## config.mk

```make
export PLATFORM = sky130hd
export DESIGN_NAME = sorted_priority_queue
export DESIGN_NICKNAME = d
export VERILOG_FILES = /design/src/rtl/spq_pkg.sv /design/src/rtl/spq_ctrl.sv /design/src/rtl/spq_datapath.sv /design/src/rtl/sorted_priority_queue.sv
export SDC_FILE = /design/constraint.sdc
export NUM_CORES = 1
export LEC_CHECK = 0
export BUFFER_PORTS_ARGS = -buffer_cell sky130_fd_sc_hd__buf_2
export CORE_MARGIN = 2
export CORE_UTILIZATION = 63
export DETAILED_ROUTE_END_ITERATION = 6
export PLACE_DENSITY_LB_ADDON = 0.15
export SLEW_MARGIN = 30
export SYNTH_ARGS = -nofsm -noshare
export SYNTH_HDL_FRONTEND = slang
export SYNTH_SLANG_ARGS = --single-unit
```

## constraint.sdc

```tcl
create_clock -name clock -period 6.9 [get_ports clock]
set_clock_uncertainty 0.1 [all_clocks]
set_input_delay 1.38 -clock clock [delete_from_list [all_inputs] [get_ports clock]]
set_output_delay 1.38 -clock clock [all_outputs]
set_load 0.005 [all_outputs]
```

## src/rtl/spq_pkg.sv

```systemverilog
`timescale 1ns / 1ps

package spq_pkg;

   // operation codes carried in req_tuser
   localparam logic [1:0] MODE_INSERT = 2'd0;
   localparam logic [1:0] MODE_REMOVE = 2'd1;
   localparam logic [1:0] MODE_QUERY  = 2'd2;

   // occupancy state of the controller
   typedef enum logic [2:0] {
      ST_EMPTY = 3'b001,
      ST_PART  = 3'b010,
      ST_FULL  = 3'b100
   } state_type;

   // controller to datapath commands
   typedef struct packed {
      logic insert;
      logic remove;
   } cmd_type;

endpackage

```

## src/rtl/spq_ctrl.sv

```systemverilog
`timescale 1ns / 1ps

module spq_ctrl
   import spq_pkg::*;
#(
   parameter int DEPTH = 16,
   localparam int CW = $clog2(DEPTH + 1)
) (
   input  logic          clock,
   input  logic          reset,
   input  logic          req_valid,
   input  logic [1:0]    req_mode,
   output logic          req_ready,
   input  logic          rsp_ready,
   output logic          rsp_valid,
   output logic          rsp_ok,
   output logic [CW-1:0] count,
   output logic          full,
   output logic          empty,
   output cmd_type       dp_cmd
);

   state_type     state_ff, state_in;
   logic [CW-1:0] count_ff, count_in;
   logic          rsp_valid_ff, rsp_valid_in;
   logic          ok_ff, ok_in;
   logic          accept;

   // output register frees up when empty or being drained this cycle
   assign req_ready = !reset && (!rsp_valid_ff || rsp_ready);
   assign accept    = req_valid && req_ready;

   always_comb begin
      dp_cmd       = '0;
      ok_in        = ok_ff;
      count_in     = count_ff;
      rsp_valid_in = rsp_valid_ff && !rsp_ready;
      if (accept) begin
         rsp_valid_in = 1'b1;
         unique case (req_mode)
            MODE_INSERT: begin
               ok_in = (state_ff != ST_FULL);
               dp_cmd.insert = ok_in;
               if (ok_in) count_in = count_ff + 1'b1;
            end
            MODE_REMOVE: begin
               ok_in = (state_ff != ST_EMPTY);
               dp_cmd.remove = ok_in;
               if (ok_in) count_in = count_ff - 1'b1;
            end
            default: begin
               // query, and the unused code: no change
               ok_in = (state_ff != ST_EMPTY);
            end
         endcase
      end
      priority if (count_in == '0) begin
         state_in = ST_EMPTY;
      end else if (count_in == CW'(DEPTH)) begin
         state_in = ST_FULL;
      end else begin
         state_in = ST_PART;
      end
   end

   always_ff @(posedge clock) begin
      if (reset) begin
         state_ff     <= ST_EMPTY;
         count_ff     <= '0;
         rsp_valid_ff <= 1'b0;
      end else begin
         state_ff     <= state_in;
         count_ff     <= count_in;
         rsp_valid_ff <= rsp_valid_in;
      end
   end

   always_ff @(posedge clock) begin
      if (accept) ok_ff <= ok_in;
   end

   assign rsp_valid = rsp_valid_ff;
   assign rsp_ok    = ok_ff;
   assign count     = count_ff;
   assign full      = (state_ff == ST_FULL);
   assign empty     = (state_ff == ST_EMPTY);

endmodule

```

## src/rtl/spq_datapath.sv

```systemverilog
`timescale 1ns / 1ps

module spq_datapath
   import spq_pkg::*;
#(
   parameter int DEPTH     = 16,
   parameter int PRIO_BITS = 8,
   parameter int TAG_BITS  = 16,
   localparam int CW = $clog2(DEPTH + 1)
) (
   input  logic                 clock,
   input  cmd_type              dp_cmd,
   input  logic [CW-1:0]        count,
   input  logic [PRIO_BITS-1:0] req_prio,
   input  logic [TAG_BITS-1:0]  req_tag,
   output logic [PRIO_BITS-1:0] head_prio,
   output logic [TAG_BITS-1:0]  head_tag
);

   // slots held in descending priority, head at slot 0
   logic [PRIO_BITS-1:0] prio_ff [DEPTH];
   logic [TAG_BITS-1:0]  tag_ff  [DEPTH];
   logic [PRIO_BITS-1:0] prio_in [DEPTH];
   logic [TAG_BITS-1:0]  tag_in  [DEPTH];
   logic [DEPTH-1:0]     keep;

   for (genvar i = 0; i < DEPTH; i++) begin : g_slot
      logic [PRIO_BITS-1:0] ins_prio, up_prio;
      logic [TAG_BITS-1:0]  ins_tag, up_tag;

      // held entry at or above the new priority stays where it is
      assign keep[i] = (CW'(i) < count) && (prio_ff[i] >= req_prio);

      if (i == 0) begin : g_first
         assign ins_prio = req_prio;
         assign ins_tag  = req_tag;
      end else begin : g_rest
         assign ins_prio = keep[i-1] ? req_prio : prio_ff[i-1];
         assign ins_tag  = keep[i-1] ? req_tag  : tag_ff[i-1];
      end

      if (i == DEPTH - 1) begin : g_last
         assign up_prio = prio_ff[i];
         assign up_tag  = tag_ff[i];
      end else begin : g_mid
         assign up_prio = prio_ff[i+1];
         assign up_tag  = tag_ff[i+1];
      end

      assign prio_in[i] = dp_cmd.remove ? up_prio : (keep[i] ? prio_ff[i] : ins_prio);
      assign tag_in[i]  = dp_cmd.remove ? up_tag  : (keep[i] ? tag_ff[i]  : ins_tag);
   end

   always_ff @(posedge clock) begin
      if (dp_cmd.insert || dp_cmd.remove) begin
         prio_ff <= prio_in;
         tag_ff  <= tag_in;
      end
   end

   assign head_prio = prio_ff[0];
   assign head_tag  = tag_ff[0];

endmodule

```

## src/rtl/sorted_priority_queue.sv

```systemverilog
// A result is registered and appears in the cycle after its request transfer.
// Every slot compares and shifts in one step; one request per cycle unless stalled.
// The output register lets a new request in while the result is being taken.
// Reset (synchronous, active high) empties the queue and drops any pending result;
// slot contents are not cleared, only slots below the count are ever read.
`timescale 1ns / 1ps

module sorted_priority_queue
   import spq_pkg::*;
#(
   parameter int DEPTH     = 16,
   parameter int PRIO_BITS = 8,
   parameter int TAG_BITS  = 16,
   localparam int CW       = $clog2(DEPTH + 1),
   localparam int REQ_BITS = PRIO_BITS + TAG_BITS,
   localparam int REQ_W    = ((REQ_BITS + 7) / 8) * 8,
   localparam int RSP_BITS = 4 + PRIO_BITS + TAG_BITS + CW,
   localparam int RSP_W    = ((RSP_BITS + 7) / 8) * 8
) (
   input  logic             clock,
   input  logic             reset,
   // request channel
   input  logic             req_tvalid,
   output logic             req_tready,
   input  logic [REQ_W-1:0] req_tdata,   // priority_req, client_tag, zero pad
   input  logic [1:0]       req_tuser,   // mode
   // result channel
   output logic             rsp_tvalid,
   input  logic             rsp_tready,
   output logic [RSP_W-1:0] rsp_tdata    // ok, head_valid, head_priority, head_tag,
                                         // count, full_res, empty_res, zero pad
);

   cmd_type              dp_cmd;
   logic [CW-1:0]        count;
   logic                 rsp_ok, full, empty;
   logic [PRIO_BITS-1:0] slot_prio, head_prio;
   logic [TAG_BITS-1:0]  slot_tag, head_tag;

   // sequencing, count and the result register
   spq_ctrl #(
      .DEPTH(DEPTH)
   ) u_ctrl (
      .clock    (clock),
      .reset    (reset),
      .req_valid(req_tvalid),
      .req_mode (req_tuser),
      .req_ready(req_tready),
      .rsp_ready(rsp_tready),
      .rsp_valid(rsp_tvalid),
      .rsp_ok   (rsp_ok),
      .count    (count),
      .full     (full),
      .empty    (empty),
      .dp_cmd   (dp_cmd)
   );

   // sorted slot array; head always at slot 0
   spq_datapath #(
      .DEPTH    (DEPTH),
      .PRIO_BITS(PRIO_BITS),
      .TAG_BITS (TAG_BITS)
   ) u_dp (
      .clock    (clock),
      .dp_cmd   (dp_cmd),
      .count    (count),
      .req_prio (req_tdata[PRIO_BITS-1:0]),
      .req_tag  (req_tdata[REQ_BITS-1:PRIO_BITS]),
      .head_prio(slot_prio),
      .head_tag (slot_tag)
   );

   // slots only change on a transfer, when the result register is reloaded as well,
   // so the head read straight off slot 0 stays matched to the pending result
   assign head_prio = empty ? '0 : slot_prio;
   assign head_tag  = empty ? '0 : slot_tag;

   assign rsp_tdata = RSP_W'({empty, full, count, head_tag, head_prio, !empty, rsp_ok});

endmodule

```

# Word level (Yosys, flattened, before mapping)
# Index checks and enable logic that the tools add are counted.
# classes
n_lt_le_gt_ge	32
n_mux	102
n_reduce_logical	44
n_eq_ne	21
bitwise_logic	2
n_addsub	2
# ops
operator	n
two-way mux 16 bit	46
two-way mux 8 bit	46
>= comparator 8 bit	16
< comparator 4 x 5 -> 1 bit (first input constant)	8
!= test 2 x 1 -> 1 bit (second input constant)	15
AND reduction 2 bit	15
< comparator 3 x 5 -> 1 bit (first input constant)	4
logical AND 1 bit	19
two-way mux 5 bit	3
< comparator 1 x 5 -> 1 bit (first input constant)	2
< comparator 2 x 5 -> 1 bit (first input constant)	2
case mux 5 bit (2 select lines)	1
adder 5 x 1 -> 5 bit (second input constant)	1
equality test 5 bit (second input constant)	1
logical NOT 5 bit	1
subtractor 5 x 1 -> 5 bit (second input constant)	1
logical NOT 1 bit	4
two-way mux 1 bit	4
equality test 3 x 1 -> 1 bit (second input constant)	1
equality test 3 bit (second input constant)	1
two-way mux 3 bit	1
!= test 3 x 1 -> 1 bit (second input constant)	1
!= test 3 bit (second input constant)	1
AND reduction 3 bit	1
other kinds (6)	8
# totals
ff_bits	394
input_bits	30
output_inout_bits	42

# Logic depth before layout (Yosys ltp)
# Gate-level depths: netlist of the first run.
# logic_depth
word_depth	7
depth_mapped	11

# Modules after synthesis
# From an unflattened synthesis of the first run, not the netlist that was laid out.
# hier_totals
cells_unflattened	2254
hier_area_um2	23396.2
# modules_own_cells
mod	instances	area_per_inst_um2	cells_each	seq_area_each_um2
spq_datapath	1	22521.6	2148	11531.1
spq_ctrl	1	625.6	68	210.2
sorted_priority_queue	1	249.0	38	0.0

# Least setup slack after synthesis of the first run
# OpenSTA, ideal clock, no wires.
# synth_timing
path_type	input to register
from	input port req_tdata[2]
to	register u_dp.prio_ff, in the netlist u_dp.g_slot[8].up_prio[0] (enable)
slack_ns	1.364
arrival_time_ns	4.998
path_stages	10
t_required_ns	6.362
n_path_buf	3
setup_ns	0.438
path_cell_list	clkbuf_1 inv_1 ha_1 a211o_1 a31oi_1 nor4_1 o22a_1 buf_2 buf_2 o21ai_0
# synth_via
elab_chain_cells	4
# synth_rtl
item	line	source
start: declaration	sorted_priority_queue.sv:25	input logic [REQ_W-1:0] req_tdata,
>= comparator 8 bit	spq_datapath.sv:32	assign keep[i] = (CW'(i) < count) && (prio_ff[i] >= req_prio);
logical AND 1 bit	spq_datapath.sv:32	
!= test 2 x 1 -> 1 bit (no line)	--	
AND reduction 2 bit (no line)	--	
end signal: assignment	spq_datapath.sv:56	prio_ff <= prio_in;
end: declaration	spq_datapath.sv:21	logic [PRIO_BITS-1:0] prio_ff [DEPTH];
# No other way between the ends.
# A chain may end at the register's enable or synchronous reset.

# Worst setup path after layout of the first run
# layout_timing
from	input port req_tdata[4]
to	register u_dp.tag_ff, in the netlist u_dp.g_slot[13].up_tag[8] (enable)
# layout_via
elab_chain_cells	4
# layout_rtl
item	line	source
>= comparator 8 bit	spq_datapath.sv:32	
logical AND 1 bit	spq_datapath.sv:32	
!= test 2 x 1 -> 1 bit (no line)	--	
AND reduction 2 bit (no line)	--	
end signal: assignment	spq_datapath.sv:57	tag_ff <= tag_in;
end: declaration	spq_datapath.sv:22	logic [TAG_BITS-1:0] tag_ff [DEPTH];
# No other way between the ends.

==> results.json, run 1 <==
{
  "status": "finished, final reports clean",
  "post-route-period-util_pct": 65.7,
  "avgSynthCellArea_um2": 11.3,
  "cts_max_path_buffers": 3,
  "wl_met1_mm": 23.6,
  "pwr-share-seq_pct": 49.7,
  "die_h_um": 197,
  "coreArea_um2": 36700,
  "leakagePower_nw": 8.74,
  "power.density_nw_per_um2": 220,
  "antenna_found_initial": 3,
  "grt_usage_pct": 28.0,
  "synth.cell_area_um2": 23500,
  "switching_share_pct": 23.8,
  "pwr-share-clk_pct": 41.2,
  "cts_buffers": 43,
  "worst_slack_ns": 2.36,
  "areaGrowthSynthToFinish_pct": 6.66,
  "max_freq_mhz": 220,
  "dp_hpwl_mm": 36.9,
  "firstDrtPassIters": 5,
  "rsz0062_at_grt": "no",
  "routed_wl_mm": 54.2,
  "met3WireLength_mm": 2.08,
  "hold_viol": 0,
  "place.gp.congestion": 0.891,
  "synth_ff_type": "edfxtp_1",
  "wl_per_cell_um": 21.0,
  "drc_errors": 0,
  "clk_pin_slew_ns": 0.06,
  "intPower_mw": 4.21,
  "ys_ff_latch": 394,
  "grt_max_degree": 149,
  "crit_fanout": 25,
  "synth_edf_count": 385,
  "num_io_pins": 72,
  "holdCritPathClass": "reg -> reg",
  "top_layer_used": "met5",
  "netlist_top_cells_count": "415 x nand2_1, 385 x edfxtp_1, 332 x mux2i_1",
  "setup_violations": 0,
  "synthCells": 2086,
  "ir_worst_vdd_uv": 153,
  "grt_overflow_total": 0,
  "cts_hold_buf": 0,
  "required_ns": 6.99,
  "fill_cells": 2783,
  "worst_slew_pin_slew_ns": 0.919,
  "ys_async_sr_fraction_pct": 0,
  "max_cap_violations": 0,
  "post-place-ws_ns": 1.80,
  "die_x_um": 197,
  "holdWs_ns": 0.430,
  "grt_pass1_vias": 16500,
  "wl_met2_mm": 27.0,
  "vias": 16000,
  "crit_path_start_kind": "primary input",
  "cts_tree": "built",
  "die-area_um2": 38900,
  "drive_gt1_share_pct": 12.9,
  "dp.cells": 2501,
  "min_period_ns": 4.54,
  "final.setup.tns_ns": 0,
  "vias_per_cell": 6.19,
  "maxSlewViolCount": 0,
  "switchingPower_mw": 1.32,
  "cts.sinks": 394,
  "yosysTopAreaCellShare_pct": 49.1,
  "postCtsSetupBuffers": 0,
  "ys_top_cells_by_area": "edfxtp_1 49%, mux2i_1 14%, ha_1 7.0%",
  "clkLatencyLatePin_ns": 0.57,
  "synth.most_common_cell": "nand2_1",
  "ys_types": 59,
  "power_frac_comb_pct": 9.1,
  "synth.yosys.seq_area_share_pct": 49.9,
  "instances_no_fill": 2580,
  "yosys.area.top_type": "edfxtp_1",
  "arrival_ns": 4.63,
  "ctsHtreeMaxLevel": 2,
  "start_util_pct": 64.2,
  "route.antenna.remaining_nets": 0,
  "relSlewSlack_pct": 38.7,
  "drt-initial-drc-count": 1065,
  "io_buffers": 64,
  "fin_util_pct": 68.4,
  "ys_warn_count": 0,
  "rows": 70,
  "cts_resized": 0,
  "clk_root_buffer_cell": "clkbuf_16",
  "grt_pass1_wl_mm": 86.4,
  "fin_nets": 2242,
  "insertedDiodeCount": 0,
  "critical_path_class": "in -> reg",
  "crit_path_end_kind": "register"
}
## power groups by stage
| stage | sequential (mW) | combinational, mW | clock, mW |
|---|---|---|---|
| floorplan | 2.78 | 0.365 | 0 |
| global route | 2.75 | 0.560 | 2.38 |
| global placement | 2.79 | 0.477 | 0 |
| detailed placement | 2.79 | 0.500 | 0 |
| CTS | 2.74 | 0.503 | 2.31 |
| finish | 2.75 | 0.505 | 2.28 |
## worst paths after layout
kind / slack [ns] / cells after the start / start / to
worst min-delay path: 0.43 / 2 / u_dp.g_slot[14].up_tag[0] / u_dp.g_slot[13].up_tag[0]
worst max register to register: 3.36 / 6 / u_ctrl.state_ff[0] / u_dp.g_slot[13].up_tag[8]
worst min register to register: 0.43 / 2 / u_dp.g_slot[14].up_tag[0] / u_dp.g_slot[13].up_tag[0]
worst max-delay path: 2.36 / 9 / req_tdata[4] / u_dp.g_slot[13].up_tag[8]
## placed cells by master (no fill, tap or decap), types with 32 or more instances in the layout
| cell type | instances |
|---|---|
| nand2_1 | 414 |
| edfxtp_1 | 385 |
| mux2i_1 | 332 |
| o21ai_1 | 179 |
| o21ai_0 | 131 |
| ha_1 | 131 |
| buf_2 | 64 |
| o21ai_2 | 52 |
| clkbuf_16 | 44 |
| a21oi_1 | 32 |
## cell type report
| class | instances | area (um^2) | share of cell area [%] |
|---|---|---|---|
| inverter | 29 | 109 | 0.434 |
| sequential | 394 | 11700 | 46.8 |
| multi-input combinational | 1509 | 10500 | 42.0 |
| timing repair buffer | 104 | 786 | 3.13 |
| tap | 468 | 586 | 2.33 |
| clock inverter | 20 | 204 | 0.812 |
| clock buffer | 56 | 1150 | 4.56 |
## per-stage QoR
step	power, mW	instance area [um^2]
after floorplan	3.14	23600
after global placement	3.27	23600
after detailed placement	3.29	23700
after CTS	5.56	25000
after global routing	5.69	25100
final	5.53	25100
## state kept, by name, summed over array words and instances, names as in the netlist
name                 cells
u_ctrl.rsp_ok            1
u_dp.g_slot.up_tag     240
u_dp.head_prio           8
u_dp.head_tag           16
u_ctrl.state_ff          3
u_ctrl.rsp_valid         1
u_ctrl.count             5
u_dp.g_slot.up_prio    120
## cell families (layout without fill, tap and decap cells)
logic type / Yosys count / in the layout / share of synthesized area [%]
AOI/OAI and AO/OA: 475 / 475 / 12.2
xor gates and xnor gates: 4 / 4 / 0.149
adders and majority gates: 131 / 131 / 6.96
buffers and inverters: 189 / 209 / 5.94
DFF: 394 / 394 / 49.9
muxes: 357 / 357 / 15.3
other: 1 / 7 / 0.0159
and+or+nand+nor: 535 / 535 / 9.57
## critical path, stage by stage
cell and delay, ns:
buf_2 0.34, inv_1 0.47, ha_1 0.47, a21o_1 0.19, a2111oi_0 0.38, o21ai_0 0.18, o211ai_2 0.09, buf_4 0.37
o21ba_2 0.71
## routing by layer
metal / vias to the layer above / GRT usage, %
li1: 7644 / -
met5: - / 0
met2: 370 / 48.5
met3: 121 / 3.43
met1: 7841 / 36.3
met4: 6 / 10.1
No activity file was read; power rests on OpenSTA's default activity.
==> run 2, diff against run 1 <==
Clock period 6.9 ns to 4.22 ns, I/O delays scaled along.
==> results.json, run 2 (same netlist as run 1, synthesis figures left out) <==
{
  "rsz0062_at_grt": "no",
  "holdWs_ns": 0.420,
  "fin_util_pct": 69.3,
  "die-area_um2": 38900,
  "wl_per_cell_um": 20.6,
  "worst_slew_pin_slew_ns": 0.866,
  "setup_violations": 0,
  "cp_top_family": "buffers and inverters",
  "drc_errors": 0,
  "start_util_pct": 64.2,
  "clkLatencyLatePin_ns": 0.56,
  "hold_end": "u_ctrl.rsp_valid",
  "power.density_nw_per_um2": 352,
  "vias_per_cell": 6.07,
  "critPathBufInv": 4,
  "maxSlewViolCount": 0,
  "critical_path_class": "in -> reg",
  "holdPathStages": 3,
  "crit_fanout": 16,
  "hold_viol": 0,
  "grt_max_degree": 123,
  "final.setup.tns_ns": 0,
  "grt_pass1_vias": 16300,
  "worst_path_max_delay_cell": "a21oi_2",
  "arrival_ns": 3.49,
  "final_common_cell": "nand2_1",
  "grt_pass1_wl_mm": 86.6,
  "cts_max_path_buffers": 3,
  "required_ns": 4.37,
  "largest_reg_flops": 240,
  "drt-initial-drc-count": 1079,
  "r2r_end": "u_dp.g_slot[0].up_tag[5]",
  "clk_root_buffer_cell": "clkbuf_16",
  "grt_overflow_total": 0,
  "routed_wl_mm": 54.0,
  "firstDrtPassIters": 5,
  "drive_gt1_share_pct": 14.5,
  "place_area_um2": 24100,
  "cts_resized": 0,
  "die_x_um": 197,
  "ctsHtreeMaxLevel": 2,
  "io_buffers": 64,
  "vias": 15900,
  "relSlewSlack_pct": 42.1,
  "dp_hpwl_mm": 37.7,
  "cts.sinks": 394,
  "max_freq_mhz": 299,
  "hold_path.startpoint": "req_tvalid",
  "holdCritPathClass": "in -> reg",
  "postCtsSetupBuffers": 0,
  "cts_hold_buf": 0,
  "fin_nets": 2280,
  "place.gp.congestion": 0.867,
  "path_cells": "buf_2, inv_1, buf_4, ha_1, a211o_1, a31oi_1, or3_4, a31oi_4, a21oi_2, buf_4",
  "post-route-period-util_pct": 79.3,
  "route.antenna.remaining_nets": 0,
  "worst-r2r-cell-count": 6,
  "critPathMaxStageDelay_ns": 0.50,
  "coreArea_um2": 36700,
  "rr_startpoint": "u_ctrl.count[3]",
  "cts_tree": "built",
  "max_cap_violations": 0,
  "cts_buffers": 43,
  "ir_worst_vdd_uv": 357,
  "areaGrowthSynthToFinish_pct": 8.08,
  "final_cell_mix": "415 x nand2_1, 385 x edfxtp_1, 332 x mux2i_1, 179 x o21ai_1",
  "status": "finished, final reports clean",
  "leakagePower_nw": 8.94,
  "ff2ff_setup_slack_ns": 1.06,
  "insertedDiodeCount": 0,
  "num_io_pins": 72,
  "grt_usage_pct": 28.1,
  "crit_path_start_kind": "primary input",
  "antenna_found_initial": 3,
  "rows": 70,
  "cpMostUsedCell": "buf_4",
  "min_period_ns": 3.34,
  "finish.instance_area_um2": 25400,
  "clk_pin_slew_ns": 0.06,
  "crit_path_end_kind": "register",
  "die_h_um": 197
}
[run 2: cell count changes in the layout (fill, tap and decap cells not counted), sizes merged]
cell / previous run / this run
clkinv: 15 / 22
buf: 104 / 142
inv: 30 / 31
bufinv: 4 / 2
clkinvlp: 0 / 2
clkbuf: 56 / 51
[run 2: worst max-delay path by stage]
stage	to	depth (start not counted)	slack (ns)	startpoint
floorplan	u_dp.g_slot[14].up_prio[0]	8	0.15	req_tdata[1]
global placement	u_dp.g_slot[3].up_tag[5]	11	0.37	req_tdata[3]
detailed placement	u_dp.g_slot[2].up_tag[7]	10	0.30	req_tdata[3]
CTS	u_dp.g_slot[2].up_tag[5]	10	0.90	req_tdata[3]
global route	u_dp.g_slot[1].up_tag[7]	10	0.71	req_tdata[1]
finish	u_dp.g_slot[2].up_tag[6]	10	0.88	req_tdata[3]
[run 2: area by class of cell]
cell class              instances  area [um^2]
flip-flops and latches        394        11700
fillers                      2787        11300
multi-input cells            1509        10500
repair buffers                142         1170
clock buffers                  51         1130
well taps                     468          586
clock inverters                28          200
inverters                      29          109
[run 2: tightest hold or removal path, delay by kind of cell]
kind          cells  cell delay (ns)
buf+inv           1             0.10
simple gates      2             0.11
[run 2: layer usage]
metal	up-vias	GRT usage, %	routed length [um]
li1	7710	-	-
met1	7809	37.0	23400
met2	308	48.3	27100
met3	89	3.94	2080
met4	6	9.05	1440
met5	-	0	39
[run 2: through the flow]
| stage | power, mW | worst slack, ns | instances |
|---|---|---|---|
| 2_1_floorplan | 5.14 | 0.146 | 2092 |
| 3_3_place_gp | 5.39 | 0.372 | 2542 |
| 3_5_place_dp | 5.42 | 0.304 | 2542 |
| 4_1_cts | 9.02 | 0.896 | 2621 |
| 5_1_grt | 9.26 | 0.707 | 2621 |
| 6_report | 8.96 | 0.875 | 2621 |
[run 2: report_power, final]
group          switching (mW)  internal [mW]
combinational           0.515          0.335
clock                    1.59           2.04
sequential             0.0697           4.42
